$ cat src/hdl/rgb_to_hsv_convert_unit_defines.svh
// Assertion macros shared by the conversion unit. Each macro expects clk_i and
// rst_ni to be visible where it is used.
`ifndef RGB_TO_HSV_CONVERT_UNIT_DEFINES_SVH
`define RGB_TO_HSV_CONVERT_UNIT_DEFINES_SVH

// Same-cycle implication, checked out of reset.
`define RHC_ASSERT_IMPLIES(label, ante, cons) \
  label: assert property (@(posedge clk_i) disable iff (!rst_ni) (ante) |-> (cons)) \
    else $error("rgb_to_hsv_convert_unit: check failed");

// Next-cycle implication, checked out of reset.
`define RHC_ASSERT_NEXT(label, ante, cons) \
  label: assert property (@(posedge clk_i) disable iff (!rst_ni) (ante) |=> (cons)) \
    else $error("rgb_to_hsv_convert_unit: check failed");

`endif

$ cat src/hdl/rhc_pkg.sv
`default_nettype none

package rhc_pkg;

  localparam int unsigned ChanW         = 8;
  localparam int unsigned HueW          = 13;
  localparam int unsigned HueQuotW      = 10;
  localparam int unsigned SatQuotW      = 8;
  localparam int unsigned HueNumW       = ChanW + HueQuotW;
  localparam int unsigned SatNumW       = 2 * ChanW;
  localparam int unsigned StepsPerStage = 2;
  localparam int unsigned DivStages     = HueQuotW / StepsPerStage;
  localparam int unsigned SatStages     = SatQuotW / StepsPerStage;

  localparam logic [HueW-1:0] HueSectorUnit = 13'd960;
  localparam logic [HueW-1:0] HueFullCircle = 13'd5760;

  typedef logic [ChanW-1:0] chan_t;

  typedef enum logic [1:0] {
    SectorRed,
    SectorGreen,
    SectorBlue
  } sector_e;

  // Register contents after the channel compare.
  typedef struct packed {
    chan_t   hi;
    chan_t   delta;
    sector_e sector;
    logic    neg;
    chan_t   abs_diff;
  } front_t;

  // Register contents along the divider stages. The word fields start out
  // holding the low dividend bits and fill up with quotient bits.
  typedef struct packed {
    chan_t               hi;
    chan_t               delta;
    sector_e             sector;
    logic                neg;
    chan_t               hue_rem;
    logic [HueQuotW-1:0] hue_word;
    chan_t               sat_rem;
    logic [SatQuotW-1:0] sat_word;
  } div_t;

endpackage

`default_nettype wire

$ cat src/hdl/rhc_rgb_if.sv
`default_nettype none

interface rhc_rgb_if;
  logic                 valid;
  logic                 ready;
  rhc_pkg::chan_t       red;
  rhc_pkg::chan_t       green;
  rhc_pkg::chan_t       blue;

  modport source (output valid, output red, output green, output blue, input ready);
  modport sink   (input valid, input red, input green, input blue, output ready);
endinterface

`default_nettype wire

$ cat src/hdl/rhc_hsv_if.sv
`default_nettype none

interface rhc_hsv_if;
  logic                       valid;
  logic                       ready;
  logic [rhc_pkg::HueW-1:0]   hue;
  rhc_pkg::chan_t             saturation;
  rhc_pkg::chan_t             brightness;
  logic                       hue_valid;

  modport source (output valid, output hue, output saturation, output brightness,
                  output hue_valid, input ready);
  modport sink   (input valid, input hue, input saturation, input brightness,
                  input hue_valid, output ready);
endinterface

`default_nettype wire

$ cat src/hdl/rgb_to_hsv_convert_unit.sv
// RGB to HSV pixel converter.
// Requests arrive on pix_i (red, green, blue, 8 bits each) and results leave
// on hsv_o (hue in degrees times 16, saturation, brightness, hue_valid). Both
// channels use valid/ready; a request or a result moves at a rising clock edge
// where valid and ready are both high.
// The datapath is an eight-register pipeline: channel compare, constant
// multiply, five divider stages retiring two quotient bits each, and the
// output register that applies the hue sector and wraparound. Each pixel
// passes through these registers in that order and is presented from the
// output register.
// Throughput is one pixel per clock if not stalled. Each stage holds its own
// valid bit and advances when the next stage is empty or moving, so bubbles
// collapse and the block keeps taking requests while a finished result waits.
// When the receiver stalls, results pile up stage by stage; pix_i.ready drops
// only once all eight stages hold a pixel. Nothing is dropped or repeated.
// Reset (rst_ni low, asynchronous) empties every stage; no state survives
// between pixels, so the block is ready as soon as reset is released.
// Black pixels give hue 0 with hue_valid low; grey pixels give hue 0.
`default_nettype none

`include "rgb_to_hsv_convert_unit_defines.svh"

module rgb_to_hsv_convert_unit (
  input  wire logic clk_i,
  input  wire logic rst_ni,
  rhc_rgb_if.sink   pix_i,
  rhc_hsv_if.source hsv_o
);

  typedef struct packed {
    logic [rhc_pkg::HueW-1:0] hue;
    rhc_pkg::chan_t           saturation;
    rhc_pkg::chan_t           brightness;
    logic                     hue_valid;
  } out_t;

  // Stage 1: find the largest and smallest channel, pick the sector and form
  // the signed channel difference that drives the hue.
  rhc_pkg::front_t  front_d, front_q;
  logic             front_v_q;
  logic             front_rdy;

  rhc_pkg::chan_t            mx_rg, mn_rg, lo;
  logic [rhc_pkg::ChanW:0]   sub;

  always_comb begin
    mx_rg = (pix_i.red > pix_i.green) ? pix_i.red : pix_i.green;
    mn_rg = (pix_i.red < pix_i.green) ? pix_i.red : pix_i.green;
    front_d.hi = (mx_rg > pix_i.blue) ? mx_rg : pix_i.blue;
    lo         = (mn_rg < pix_i.blue) ? mn_rg : pix_i.blue;
    front_d.delta = front_d.hi - lo;
    // Ties go to red first, then green.
    if (pix_i.red >= front_d.hi) begin
      front_d.sector = rhc_pkg::SectorRed;
      sub = {1'b0, pix_i.green} - {1'b0, pix_i.blue};
    end else if (pix_i.green >= front_d.hi) begin
      front_d.sector = rhc_pkg::SectorGreen;
      sub = {1'b0, pix_i.blue} - {1'b0, pix_i.red};
    end else begin
      front_d.sector = rhc_pkg::SectorBlue;
      sub = {1'b0, pix_i.red} - {1'b0, pix_i.green};
    end
    front_d.neg = sub[rhc_pkg::ChanW];
    front_d.abs_diff = front_d.neg ? (~sub[rhc_pkg::ChanW-1:0] + 1'b1)
                                   : sub[rhc_pkg::ChanW-1:0];
  end

  // Stage 2: the constant multiplies, 960*|diff| and 255*delta, done as
  // shift-and-subtract. Both quotients are known to fit their widths, so
  // the top dividend bits already form a partial remainder below the divisor.
  rhc_pkg::div_t                 div_d [rhc_pkg::DivStages+1];
  rhc_pkg::div_t                 div_q [rhc_pkg::DivStages+1];
  logic [rhc_pkg::DivStages:0]   div_v_q;
  logic [rhc_pkg::DivStages:0]   div_rdy;

  logic [rhc_pkg::HueNumW-1:0] hue_num;
  logic [rhc_pkg::SatNumW-1:0] sat_num;

  always_comb begin
    hue_num = {front_q.abs_diff, 10'd0} - {4'd0, front_q.abs_diff, 6'd0};
    sat_num = {front_q.delta, 8'd0} - {8'd0, front_q.delta};
    div_d[0].hi       = front_q.hi;
    div_d[0].delta    = front_q.delta;
    div_d[0].sector   = front_q.sector;
    div_d[0].neg      = front_q.neg;
    div_d[0].hue_rem  = hue_num[rhc_pkg::HueNumW-1:rhc_pkg::HueQuotW];
    div_d[0].hue_word = hue_num[rhc_pkg::HueQuotW-1:0];
    div_d[0].sat_rem  = sat_num[rhc_pkg::SatNumW-1:rhc_pkg::SatQuotW];
    div_d[0].sat_word = sat_num[rhc_pkg::SatQuotW-1:0];
  end

  // Divider stages: each retires two hue quotient bits (divisor delta) and,
  // in the first stages, two saturation quotient bits (divisor max).
  for (genvar k = 0; k < rhc_pkg::DivStages; k++) begin : g_div
    rhc_pkg::chan_t              hue_rem_c  [rhc_pkg::StepsPerStage+1];
    logic [rhc_pkg::HueQuotW-1:0] hue_word_c [rhc_pkg::StepsPerStage+1];
    logic                        hue_bit_c  [rhc_pkg::StepsPerStage];
    rhc_pkg::chan_t              sat_rem_n;
    logic [rhc_pkg::SatQuotW-1:0] sat_word_n;

    assign hue_rem_c[0]  = div_q[k].hue_rem;
    assign hue_word_c[0] = div_q[k].hue_word;

    for (genvar j = 0; j < rhc_pkg::StepsPerStage; j++) begin : g_hue_step
      rhc_div_step u_hue_step (
        .rem_i (hue_rem_c[j]),
        .den_i (div_q[k].delta),
        .bit_i (hue_word_c[j][rhc_pkg::HueQuotW-1]),
        .rem_o (hue_rem_c[j+1]),
        .q_o   (hue_bit_c[j])
      );
      assign hue_word_c[j+1] = {hue_word_c[j][rhc_pkg::HueQuotW-2:0], hue_bit_c[j]};
    end

    if (k < rhc_pkg::SatStages) begin : g_sat
      rhc_pkg::chan_t               sat_rem_c  [rhc_pkg::StepsPerStage+1];
      logic [rhc_pkg::SatQuotW-1:0] sat_word_c [rhc_pkg::StepsPerStage+1];
      logic                         sat_bit_c  [rhc_pkg::StepsPerStage];

      assign sat_rem_c[0]  = div_q[k].sat_rem;
      assign sat_word_c[0] = div_q[k].sat_word;

      for (genvar j = 0; j < rhc_pkg::StepsPerStage; j++) begin : g_sat_step
        rhc_div_step u_sat_step (
          .rem_i (sat_rem_c[j]),
          .den_i (div_q[k].hi),
          .bit_i (sat_word_c[j][rhc_pkg::SatQuotW-1]),
          .rem_o (sat_rem_c[j+1]),
          .q_o   (sat_bit_c[j])
        );
        assign sat_word_c[j+1] = {sat_word_c[j][rhc_pkg::SatQuotW-2:0], sat_bit_c[j]};
      end

      assign sat_rem_n  = sat_rem_c[rhc_pkg::StepsPerStage];
      assign sat_word_n = sat_word_c[rhc_pkg::StepsPerStage];
    end else begin : g_sat_hold
      // Saturation quotient is complete; carry it along unchanged.
      assign sat_rem_n  = div_q[k].sat_rem;
      assign sat_word_n = div_q[k].sat_word;
    end

    always_comb begin
      div_d[k+1]          = div_q[k];
      div_d[k+1].hue_rem  = hue_rem_c[rhc_pkg::StepsPerStage];
      div_d[k+1].hue_word = hue_word_c[rhc_pkg::StepsPerStage];
      div_d[k+1].sat_rem  = sat_rem_n;
      div_d[k+1].sat_word = sat_word_n;
    end
  end

  // Output stage: apply the sign and sector base, wrap negative hues, and
  // override black and grey pixels.
  out_t  out_d, out_q;
  logic  out_v_q;
  logic  out_rdy;

  rhc_pkg::div_t              last;
  logic [rhc_pkg::HueW-1:0]   base;
  logic [rhc_pkg::HueW:0]     hsum;

  always_comb begin
    last = div_q[rhc_pkg::DivStages];
    case (last.sector)
      rhc_pkg::SectorRed:   base = '0;
      rhc_pkg::SectorGreen: base = rhc_pkg::HueSectorUnit << 1;
      rhc_pkg::SectorBlue:  base = rhc_pkg::HueSectorUnit << 2;
      default:              base = '0;
    endcase
    if (last.neg) begin
      hsum = {1'b0, base} - {4'd0, last.hue_word};
    end else begin
      hsum = {1'b0, base} + {4'd0, last.hue_word};
    end
    if (last.hi == '0 || last.delta == '0) begin
      out_d.hue = '0;
    end else if (hsum[rhc_pkg::HueW]) begin
      out_d.hue = hsum[rhc_pkg::HueW-1:0] + rhc_pkg::HueFullCircle;
    end else begin
      out_d.hue = hsum[rhc_pkg::HueW-1:0];
    end
    out_d.saturation = (last.hi == '0) ? '0 : last.sat_word;
    out_d.brightness = last.hi;
    out_d.hue_valid  = (last.hi != '0);
  end

  // Flow control: a stage advances when it is empty or the next one does.
  assign out_rdy = !out_v_q || hsv_o.ready;
  for (genvar k = 0; k <= rhc_pkg::DivStages; k++) begin : g_rdy
    if (k == rhc_pkg::DivStages) begin : g_last
      assign div_rdy[k] = !div_v_q[k] || out_rdy;
    end else begin : g_mid
      assign div_rdy[k] = !div_v_q[k] || div_rdy[k+1];
    end
  end
  assign front_rdy   = !front_v_q || div_rdy[0];
  assign pix_i.ready = front_rdy;

  always_ff @(posedge clk_i or negedge rst_ni) begin
    if (!rst_ni) begin
      front_v_q <= 1'b0;
      div_v_q   <= '0;
      out_v_q   <= 1'b0;
    end else begin
      if (front_rdy) begin
        front_v_q <= pix_i.valid;
      end
      if (div_rdy[0]) begin
        div_v_q[0] <= front_v_q;
      end
      for (int unsigned k = 0; k < rhc_pkg::DivStages; k++) begin
        if (div_rdy[k+1]) begin
          div_v_q[k+1] <= div_v_q[k];
        end
      end
      if (out_rdy) begin
        out_v_q <= div_v_q[rhc_pkg::DivStages];
      end
    end
  end

  always_ff @(posedge clk_i) begin
    if (front_rdy) begin
      front_q <= front_d;
    end
    for (int unsigned k = 0; k <= rhc_pkg::DivStages; k++) begin
      if (div_rdy[k]) begin
        div_q[k] <= div_d[k];
      end
    end
    if (out_rdy) begin
      out_q <= out_d;
    end
  end

  assign hsv_o.valid      = out_v_q;
  assign hsv_o.hue        = out_q.hue;
  assign hsv_o.saturation = out_q.saturation;
  assign hsv_o.brightness = out_q.brightness;
  assign hsv_o.hue_valid  = out_q.hue_valid;

  // A black pixel must come out with every field cleared.
  `RHC_ASSERT_IMPLIES(a_black_clear, out_v_q && !out_q.hue_valid,
                      out_q.hue == '0 && out_q.saturation == '0 && out_q.brightness == '0)
  // Hue always stays inside one full circle after the wrap.
  `RHC_ASSERT_IMPLIES(a_hue_range, out_v_q, out_q.hue < rhc_pkg::HueFullCircle)
  // Zero saturation means a grey pixel, whose hue is forced to zero.
  `RHC_ASSERT_IMPLIES(a_grey_hue, out_v_q && out_q.saturation == '0, out_q.hue == '0)
  // A finished pixel moving out of the divider must land in the output register.
  `RHC_ASSERT_NEXT(a_drain, div_v_q[rhc_pkg::DivStages] && out_rdy, out_v_q)

endmodule

`default_nettype wire

$ cat src/hdl/rhc_div_step.sv
`default_nettype none

// One restoring division step: shift the next dividend bit into the partial
// remainder and subtract the divisor when it fits.
module rhc_div_step (
  input  wire rhc_pkg::chan_t rem_i,
  input  wire rhc_pkg::chan_t den_i,
  input  wire logic           bit_i,
  output rhc_pkg::chan_t      rem_o,
  output logic                q_o
);

  logic [rhc_pkg::ChanW:0] trial;
  logic [rhc_pkg::ChanW:0] diff;

  assign trial = {rem_i, bit_i};
  assign diff  = trial - {1'b0, den_i};
  assign q_o   = (trial >= {1'b0, den_i});
  assign rem_o = q_o ? diff[rhc_pkg::ChanW-1:0] : trial[rhc_pkg::ChanW-1:0];

endmodule

`default_nettype wire
$ cat src/flat_wrapper.sv
// flat-port wrapper written by rule: the top's interface ports become plain ports
module rgb_to_hsv_convert_unit_flat 
  (clk_i, rst_ni, pix_i_valid, pix_i_red, pix_i_green, pix_i_blue, pix_i_ready, hsv_o_valid, hsv_o_hue, hsv_o_saturation, hsv_o_brightness, hsv_o_hue_valid, hsv_o_ready);
  rhc_rgb_if pix_i_i ();
  rhc_hsv_if hsv_o_i ();
  input  wire logic clk_i;
  input  wire logic rst_ni;
  input wire logic [$bits(pix_i_i.valid)-1:0] pix_i_valid;
  input wire logic [$bits(pix_i_i.red)-1:0] pix_i_red;
  input wire logic [$bits(pix_i_i.green)-1:0] pix_i_green;
  input wire logic [$bits(pix_i_i.blue)-1:0] pix_i_blue;
  output wire logic [$bits(pix_i_i.ready)-1:0] pix_i_ready;
  output wire logic [$bits(hsv_o_i.valid)-1:0] hsv_o_valid;
  output wire logic [$bits(hsv_o_i.hue)-1:0] hsv_o_hue;
  output wire logic [$bits(hsv_o_i.saturation)-1:0] hsv_o_saturation;
  output wire logic [$bits(hsv_o_i.brightness)-1:0] hsv_o_brightness;
  output wire logic [$bits(hsv_o_i.hue_valid)-1:0] hsv_o_hue_valid;
  input wire logic [$bits(hsv_o_i.ready)-1:0] hsv_o_ready;
  assign pix_i_i.valid = pix_i_valid;
  assign pix_i_i.red = pix_i_red;
  assign pix_i_i.green = pix_i_green;
  assign pix_i_i.blue = pix_i_blue;
  assign pix_i_ready = pix_i_i.ready;
  assign hsv_o_valid = hsv_o_i.valid;
  assign hsv_o_hue = hsv_o_i.hue;
  assign hsv_o_saturation = hsv_o_i.saturation;
  assign hsv_o_brightness = hsv_o_i.brightness;
  assign hsv_o_hue_valid = hsv_o_i.hue_valid;
  assign hsv_o_i.ready = hsv_o_ready;
  rgb_to_hsv_convert_unit u_core (.clk_i(clk_i), .rst_ni(rst_ni), .pix_i(pix_i_i), .hsv_o(hsv_o_i));
endmodule
$ cat config.mk
export PLATFORM = sky130hd
export DESIGN_NAME = rgb_to_hsv_convert_unit_flat
export DESIGN_NICKNAME = d
export VERILOG_FILES = /design/src/hdl/rhc_pkg.sv /design/src/hdl/rhc_rgb_if.sv /design/src/hdl/rhc_hsv_if.sv /design/src/hdl/rgb_to_hsv_convert_unit.sv /design/src/hdl/rhc_div_step.sv /design/src/flat_wrapper.sv
export VERILOG_INCLUDE_DIRS = /design/src /design/src/hdl
export SDC_FILE = /design/constraint.sdc
export NUM_CORES = 1
export LEC_CHECK = 0
export ABC_AREA = 1
export ABC_CLOCK_PERIOD_IN_PS = 18200
export BUFFER_PORTS_ARGS = -buffer_cell sky130_fd_sc_hd__buf_2
export CORE_ASPECT_RATIO = 0.9
export CORE_MARGIN = 5
export CORE_UTILIZATION = 60
export DETAILED_ROUTE_END_ITERATION = 10
export MAX_ROUTING_LAYER = met4
export PLACE_DENSITY = 0.88
export SYNTH_ARGS = -nofsm -noshare
export SYNTH_HDL_FRONTEND = slang
export SYNTH_SLANG_ARGS = --single-unit
$ cat constraint.sdc
create_clock -name clk_i -period 18.2 [get_ports clk_i]
set_input_delay 0 -clock clk_i [delete_from_list [all_inputs] [get_ports clk_i]]
set_output_delay 0 -clock clk_i [all_outputs]
set_load 0.01 [all_outputs]
==> impl_metrics.csv, run 1 <==
group,metric,value,unit
sta,rsz0062_at_grt,"false",
run,max-cap-violations,0,
synthesis,async_flop_share,2.42,%
drt,ant_nets,0,
global_routing,antenna_found_initial,0,
synthesis,synth_top_area_cell,"edfxtp_1",
floorplan,dieArea,38200,um^2
synthesis,synth_top_area_share,47.1,%
finish,register_area,9900,um^2
setup_path,crit_fanout,14,
clock_tree,clk_pin_slew_worst_paths,0.07,ns
synthesis,synthCells,2146,
floorplan,dieHeight,186,um
sta,hold_viol,0,
drt,remaining_drc_errors,0,
hold_path,min_path_cells,2,
hold_path,hp-class,"in -> reg",
place,port_buffers,59,
run_status,outcome,"finished, final reports clean",
setup_path,slowest_stage,"o21ai_0",
sta,finalCriticalPeriod,5.66,ns
clock_tree,cts_tree,"built",
clock_tree,cts_buffers,34,
finish,num-fill-cells,2438,
place,dp_hpwl,34.4,mm
setup_path,cp-end-kind,"register",
synthesis,seq_area_frac_synth,48.0,%
setup_path,worstPathArrival,5.95,ns
setup_path,r2r_start,"u_core.div_q[2][47]$_DFFE_PP_",
floorplan,die_x,205,um
synthesis,synth_edf_count,323,
setup_path,crit_top_cell,"nor2_1",
setup_path,rr_worst_depth,29,
setup_path,crit_type,"reg -> reg",
drt,wl_per_cell,16.9,um
global_routing,grt_max_degree,51,
hold_path,min_from,"pix_i_blue[0]",
clock_tree,root_buffer,"clkbuf_16",
finish,drive_above_1_share,7.52,%
finish,nets,2500,
floorplan,ios,60,
finish,multi_input_area,9270,um^2
sta,setup_ws,12.54,ns
setup_path,startpoint_type,"register",
synthesis,ys_ff_latch,331,
setup_path,slowest_delay,0.42,ns
global_routing,grtUsageTotal,24.8,%
place,post-place-ws,12.42,ns
global_routing,grt_overflow_total,0,
synthesis,ys_types,57,
clock_tree,clock_path_buffers,3,
sta,finalCritPeriodShare,31.1,%
clock_tree,cts_sinks,331,
floorplan,start_util,60.7,%
finish,syn_to_final_growth,10.4,%
floorplan,core_area,34000,um^2
drt,drt_first_pass_iters,5,
drt,drtIter0Drc,1178,
sta,max_freq,177,MHz
place,placed_cell_area,21500,um^2
drt,vias,15400,
finish,fin_area,22800,um^2
floorplan,row_count,64,
sta,tightest_slew,1.09,ns
place,gp_congestion,1.04,
sta,fin_skew,0.0183,ns
clock_tree,ctsResizeCount,0,
global_routing,grt_pass1_wl,74.7,mm
global_routing,grt_pass1_vias,15500,
setup_path,cp-startpoint,"u_core.div_q[2][47]$_DFFE_PP_",
drt,viasPerCell,5.66,
place,dp_cells,2658,
synthesis,synth_warnings,0,
synthesis,synthTopCellsByCount,"nand2_1, inv_1, edfxtp_1",
synthesis,synthFlopType,"edfxtp_1",
drt,wl,45.9,mm
sta,setup_viol,0,
sta,drv_slew,0,
synthesis,synth_most_common_cell,"nand2_1",
setup_path,crit_required,18.50,ns
synthesis,synthTopCellsByArea,"edfxtp_1, ha_1, nand2_1",
finish,instances_no_fill,2723,
finish,diodes,0,
clock_tree,insertion_delay,0.52,ns
sta,relSlewSlack,27.6,%
synthesis,synth.net_count,2410,
synthesis,syn_avg_cell_area,9.61,um^2
sta,tns,0,ns
synthesis,syn_area,20600,um^2
clock_tree,h-tree-depth,2,
## stage by stage
stage | utilization, % | hold WS, ns
after floorplan | - | -0.296
after global placement | 63.2 | -0.136
after detailed placement | 63.2 | -0.121
after CTS | 67.0 | 0.0152
after global routing | 67.0 | 0.0479
final | 67.0 | 0.0388
## per-layer routing
layer  part of all wire (%)  routed length (um)  global-route usage (%)  up-vias
met5                      0                   0                       -        -
met3                    6.0                2750                    3.14      185
met1                     38               17300                    27.3     7103
li1                       -                   -                       -     7447
met2                     52               23700                    45.4      675
met4                    4.6                2130                    10.8        0
## sequential cells by signal (all words and copies together) (netlist names)
| register | flops |
|---|---|
| u_core.front_v_q | 1 |
| u_core.div_d | 19 |
| u_core.div_v_q | 6 |
| u_core.hsv_o.valid | 1 |
| u_core.hsv_o.saturation | 8 |
| u_core.div_q | 266 |
| u_core.hsv_o.hue | 13 |
| u_core.front_q | 8 |
| u_core.hsv_o.brightness | 8 |
| u_core.hsv_o.hue_valid | 1 |
## critical path: cells and delay by family (launching register included)
kind	cells	cell delay, ns
AO/OA/AOI/OAI	10	2.09
flip-flops	1	0.39
adder cells (fa/ha/maj)	2	0.67
buffers and inverters	5	0.85
AND/OR/NAND/NOR	12	1.41
## cells by family after synthesis
kind of cell / share of synthesized area (%)
buf+inv: 7.02
fa+ha+maj: 15.0
compound gates: 10.1
xor+xnor: 4.89
simple gates: 14.8
flops: 48.0
mux: 0.109
## cell usage in the layout (no fill, tap or decap), drive strengths merged, types with 16 or more instances in the layout
cell / synthesis / final
nor2: 170 / 170
clkbuf: 10 / 39
nand2: 380 / 380
ha: 218 / 218
xnor2: 48 / 48
clkinv: 3 / 16
a21oi: 130 / 130
fa: 18 / 18
inv: 361 / 360
nand4: 22 / 22
xor2: 67 / 67
buf: 6 / 66
nor3: 18 / 18
nand3: 77 / 77
edfxtp: 323 / 323
o21ai: 184 / 184
## cell type report
type	instances	area share, %
Sequential cell	331	43.5
Multi-Input combinational cell	1435	40.7
Inverter	364	6.02
Clock buffer	39	4.10
Tap cell	462	2.54
Timing Repair Buffer	70	1.70
Clock inverter	22	1.39
## path summary, 6_finish.rpt
path,slack (ns),end
min in group asynchronous,0.56,u_core.div_v_q[0]$_DFFE_PN0P_
worst min-delay path,0.04,u_core.div_d[310]$_DFFE_PP_
max in group asynchronous,17.29,u_core.hsv_o.valid$_DFFE_PN0P_
worst max register to register,12.54,u_core.div_q[3][10]$_DFFE_PP_
worst min register to register,0.41,u_core.div_q[3][35]$_DFFE_PP_
worst max-delay path,12.54,u_core.div_q[3][10]$_DFFE_PP_
## what timing repair did
item | in CTS | in global routing
endpoints found under the setup margin | 0 | 0
hold endpoints to repair | 10 | 0
buffers inserted | 0 | 0
hold buffers | 4 | 0
Power of run 1 is not shown: default switching activity piles up to over one toggle a cycle in this logic, so the estimate is an artifact.
==> run 2: changes to the inputs <==
ABC_CLOCK_PERIOD_IN_PS = 4870   (was 18200)
CORE_UTILIZATION = 57   (was 60)
clock period = 4.87 ns   (was 18.2 ns; I/O delays follow)
==> impl_metrics.csv, run 2 (synthesis results as in run 1) <==
group,metric,value,unit
run_status,outcome,"finished, final reports clean",
clock_tree,cts_buffers,35,
floorplan,die_x,210,um
sta,hold_viol,0,
hold_path,hp-class,"in -> reg",
clock_tree,clk_pin_slew_worst_paths,0.07,ns
floorplan,dieHeight,190,um
finish,mostFrequentLayoutCell,"nand2_1",
global_routing,grt_use_met2,42.4,%
drt,ant_nets,0,
sta,tightest_slew,0.612,ns
setup_path,crit_top_cell,"a21oi_1",
clock_tree,root_buffer,"clkbuf_16",
sta,finalCriticalPeriod,4.75,ns
setup_path,worstPathArrival,5.01,ns
setup_path,crit_type,"reg -> reg",
run,max-cap-violations,0,
drt,drt_first_pass_iters,6,
floorplan,ios,60,
global_routing,top_usage_layer,"met2",
drt,drtIter0Drc,1413,
drt,wl,47.0,mm
finish,largest_reg_flops,266,
floorplan,core_area,35900,um^2
global_routing,grt_overflow_total,0,
setup_path,startpoint_type,"register",
global_routing,antenna_found_initial,0,
floorplan,dieArea,40100,um^2
floorplan,row_count,66,
sta,max_freq,210,MHz
global_routing,grtUsageTotal,23.6,%
setup_path,crit_fanout,10,
clock_tree,insertion_delay,0.52,ns
global_routing,grt.met1_usage,26.5,%
setup_path,crit_required,5.13,ns
setup_path,path_buf_inv,4,
sta,drv_slew,0,
sta,holdWs,0.0938,ns
finish,largest-register,"u_core.div_q",
clock_tree,h-tree-depth,2,
clock_tree,cts_sinks,331,
place,dp_hpwl,33.9,mm
clock_tree,clock_path_buffers,3,
sta,fin_skew,0.0228,ns
sta,relSlewSlack,59.2,%
place,gp_congestion,1.01,
setup_path,cp-end-kind,"register",
setup_path,path_delay_family,"compound AO/OA/AOI/OAI gates",
global_routing,grt_use_met3,2.90,%
setup_path,slowest_stage,"edfxtp_1",
clock_tree,cts_tree,"built",
place,port_buffers,59,
finish,final_cell_mix,"nand2_1, inv_1, edfxtp_1",
global_routing,grt_pass1_wl,75.9,mm
drt,remaining_drc_errors,0,
finish,syn_to_final_growth,13.1,%
sta,finalCritPeriodShare,97.6,%
finish,num-fill-cells,2565,
drt,viasPerCell,5.66,
global_routing,grt_max_degree,50,
finish,nets,2555,
floorplan,start_util,57.4,%
sta,setup_viol,0,
setup_path,slowest_delay,0.41,ns
drt,wl_per_cell,16.8,um
drt,vias,15800,
global_routing,grt_pass1_vias,15900,
finish,diodes,0,
finish,drive_above_1_share,11.2,%
[run 2: cell type report]
cell class                      count  area [um^2]  share of cell area [%]
Clock buffer                       45          955                    4.09
Tap cell                          476          596                    2.55
Sequential cell                   331         9900                    42.5
Timing Repair inverter              4         30.0                   0.129
Multi-Input combinational cell   1435         9390                    40.2
Timing Repair Buffer              120          763                    3.27
Inverter                          364         1400                    5.98
Clock inverter                     19          294                    1.26
[run 2: stage by stage]
stage                     utilization [%]  cells  instance area (um^2)  TNS [ns]  worst slack (ns)
after floorplan                         -   2146                 20600   -197.21             -1.98
after CTS                            64.1   2773                 23000         0            0.0173
after detailed placement             60.5   2705                 21700    -0.271           -0.0442
final                                64.9   2794                 23300         0             0.118
after global routing                 64.9   2794                 23300     -2.20            -0.180
after global placement               60.5   2705                 21700         0             0.197
[run 2: worst register-to-register path, delay by kind of cell, from the launching register on]
kind	cells	cell delay [ns]
AOI/OAI and AO/OA	10	1.65
buffers and inverters	4	0.43
adders and majority gates	2	0.65
DFF	1	0.41
and+or+nand+nor	13	1.35
[run 2: layer usage]
layer / share of wire (%) / vias to the layer above / wire length, um
met4: 4.9 / 0 / 2290
met3: 5.5 / 184 / 2600
met1: 38 / 7360 / 18000
met2: 51 / 714 / 24100
met5: 0 / - / 0
li1: - / 7564 / -
[run 2: worst paths after layout]
check | slack (ns) | to | start | cells after the start
worst max-delay path | 0.12 | u_core.div_q[3][12]$_DFFE_PP_ | u_core.div_q[2][47]$_DFFE_PP_ | 29
worst min-delay path | 0.09 | u_core.div_d[310]$_DFFE_PP_ | pix_i_blue[0] | 3
worst max register to register | 0.12 | u_core.div_q[3][12]$_DFFE_PP_ | u_core.div_q[2][47]$_DFFE_PP_ | 29
worst min register to register | 0.41 | u_core.div_q[0][48]$_DFFE_PP_ | u_core.div_d[313]$_DFFE_PP_ | 0
max in group asynchronous | 3.98 | u_core.front_v_q$_DFFE_PN0P_ | rst_ni | 3
min in group asynchronous | 0.53 | u_core.div_v_q[5]$_DFFE_PN0P_ | rst_ni | 3
[run 2: repair_timing]
| action | CTS | global route |
|---|---|---|
| cloned | 0 | 4 |
| hold endpoints to repair | 10 | 0 |
| pin swaps | 0 | 8 |
| endpoints found under the setup margin | 12 | 61 |
| hold buffers | 4 | 0 |
| gates resized for setup | 4 | 49 |
| setup buffers | 0 | 17 |
Power of run 2 is left out for the same reason.
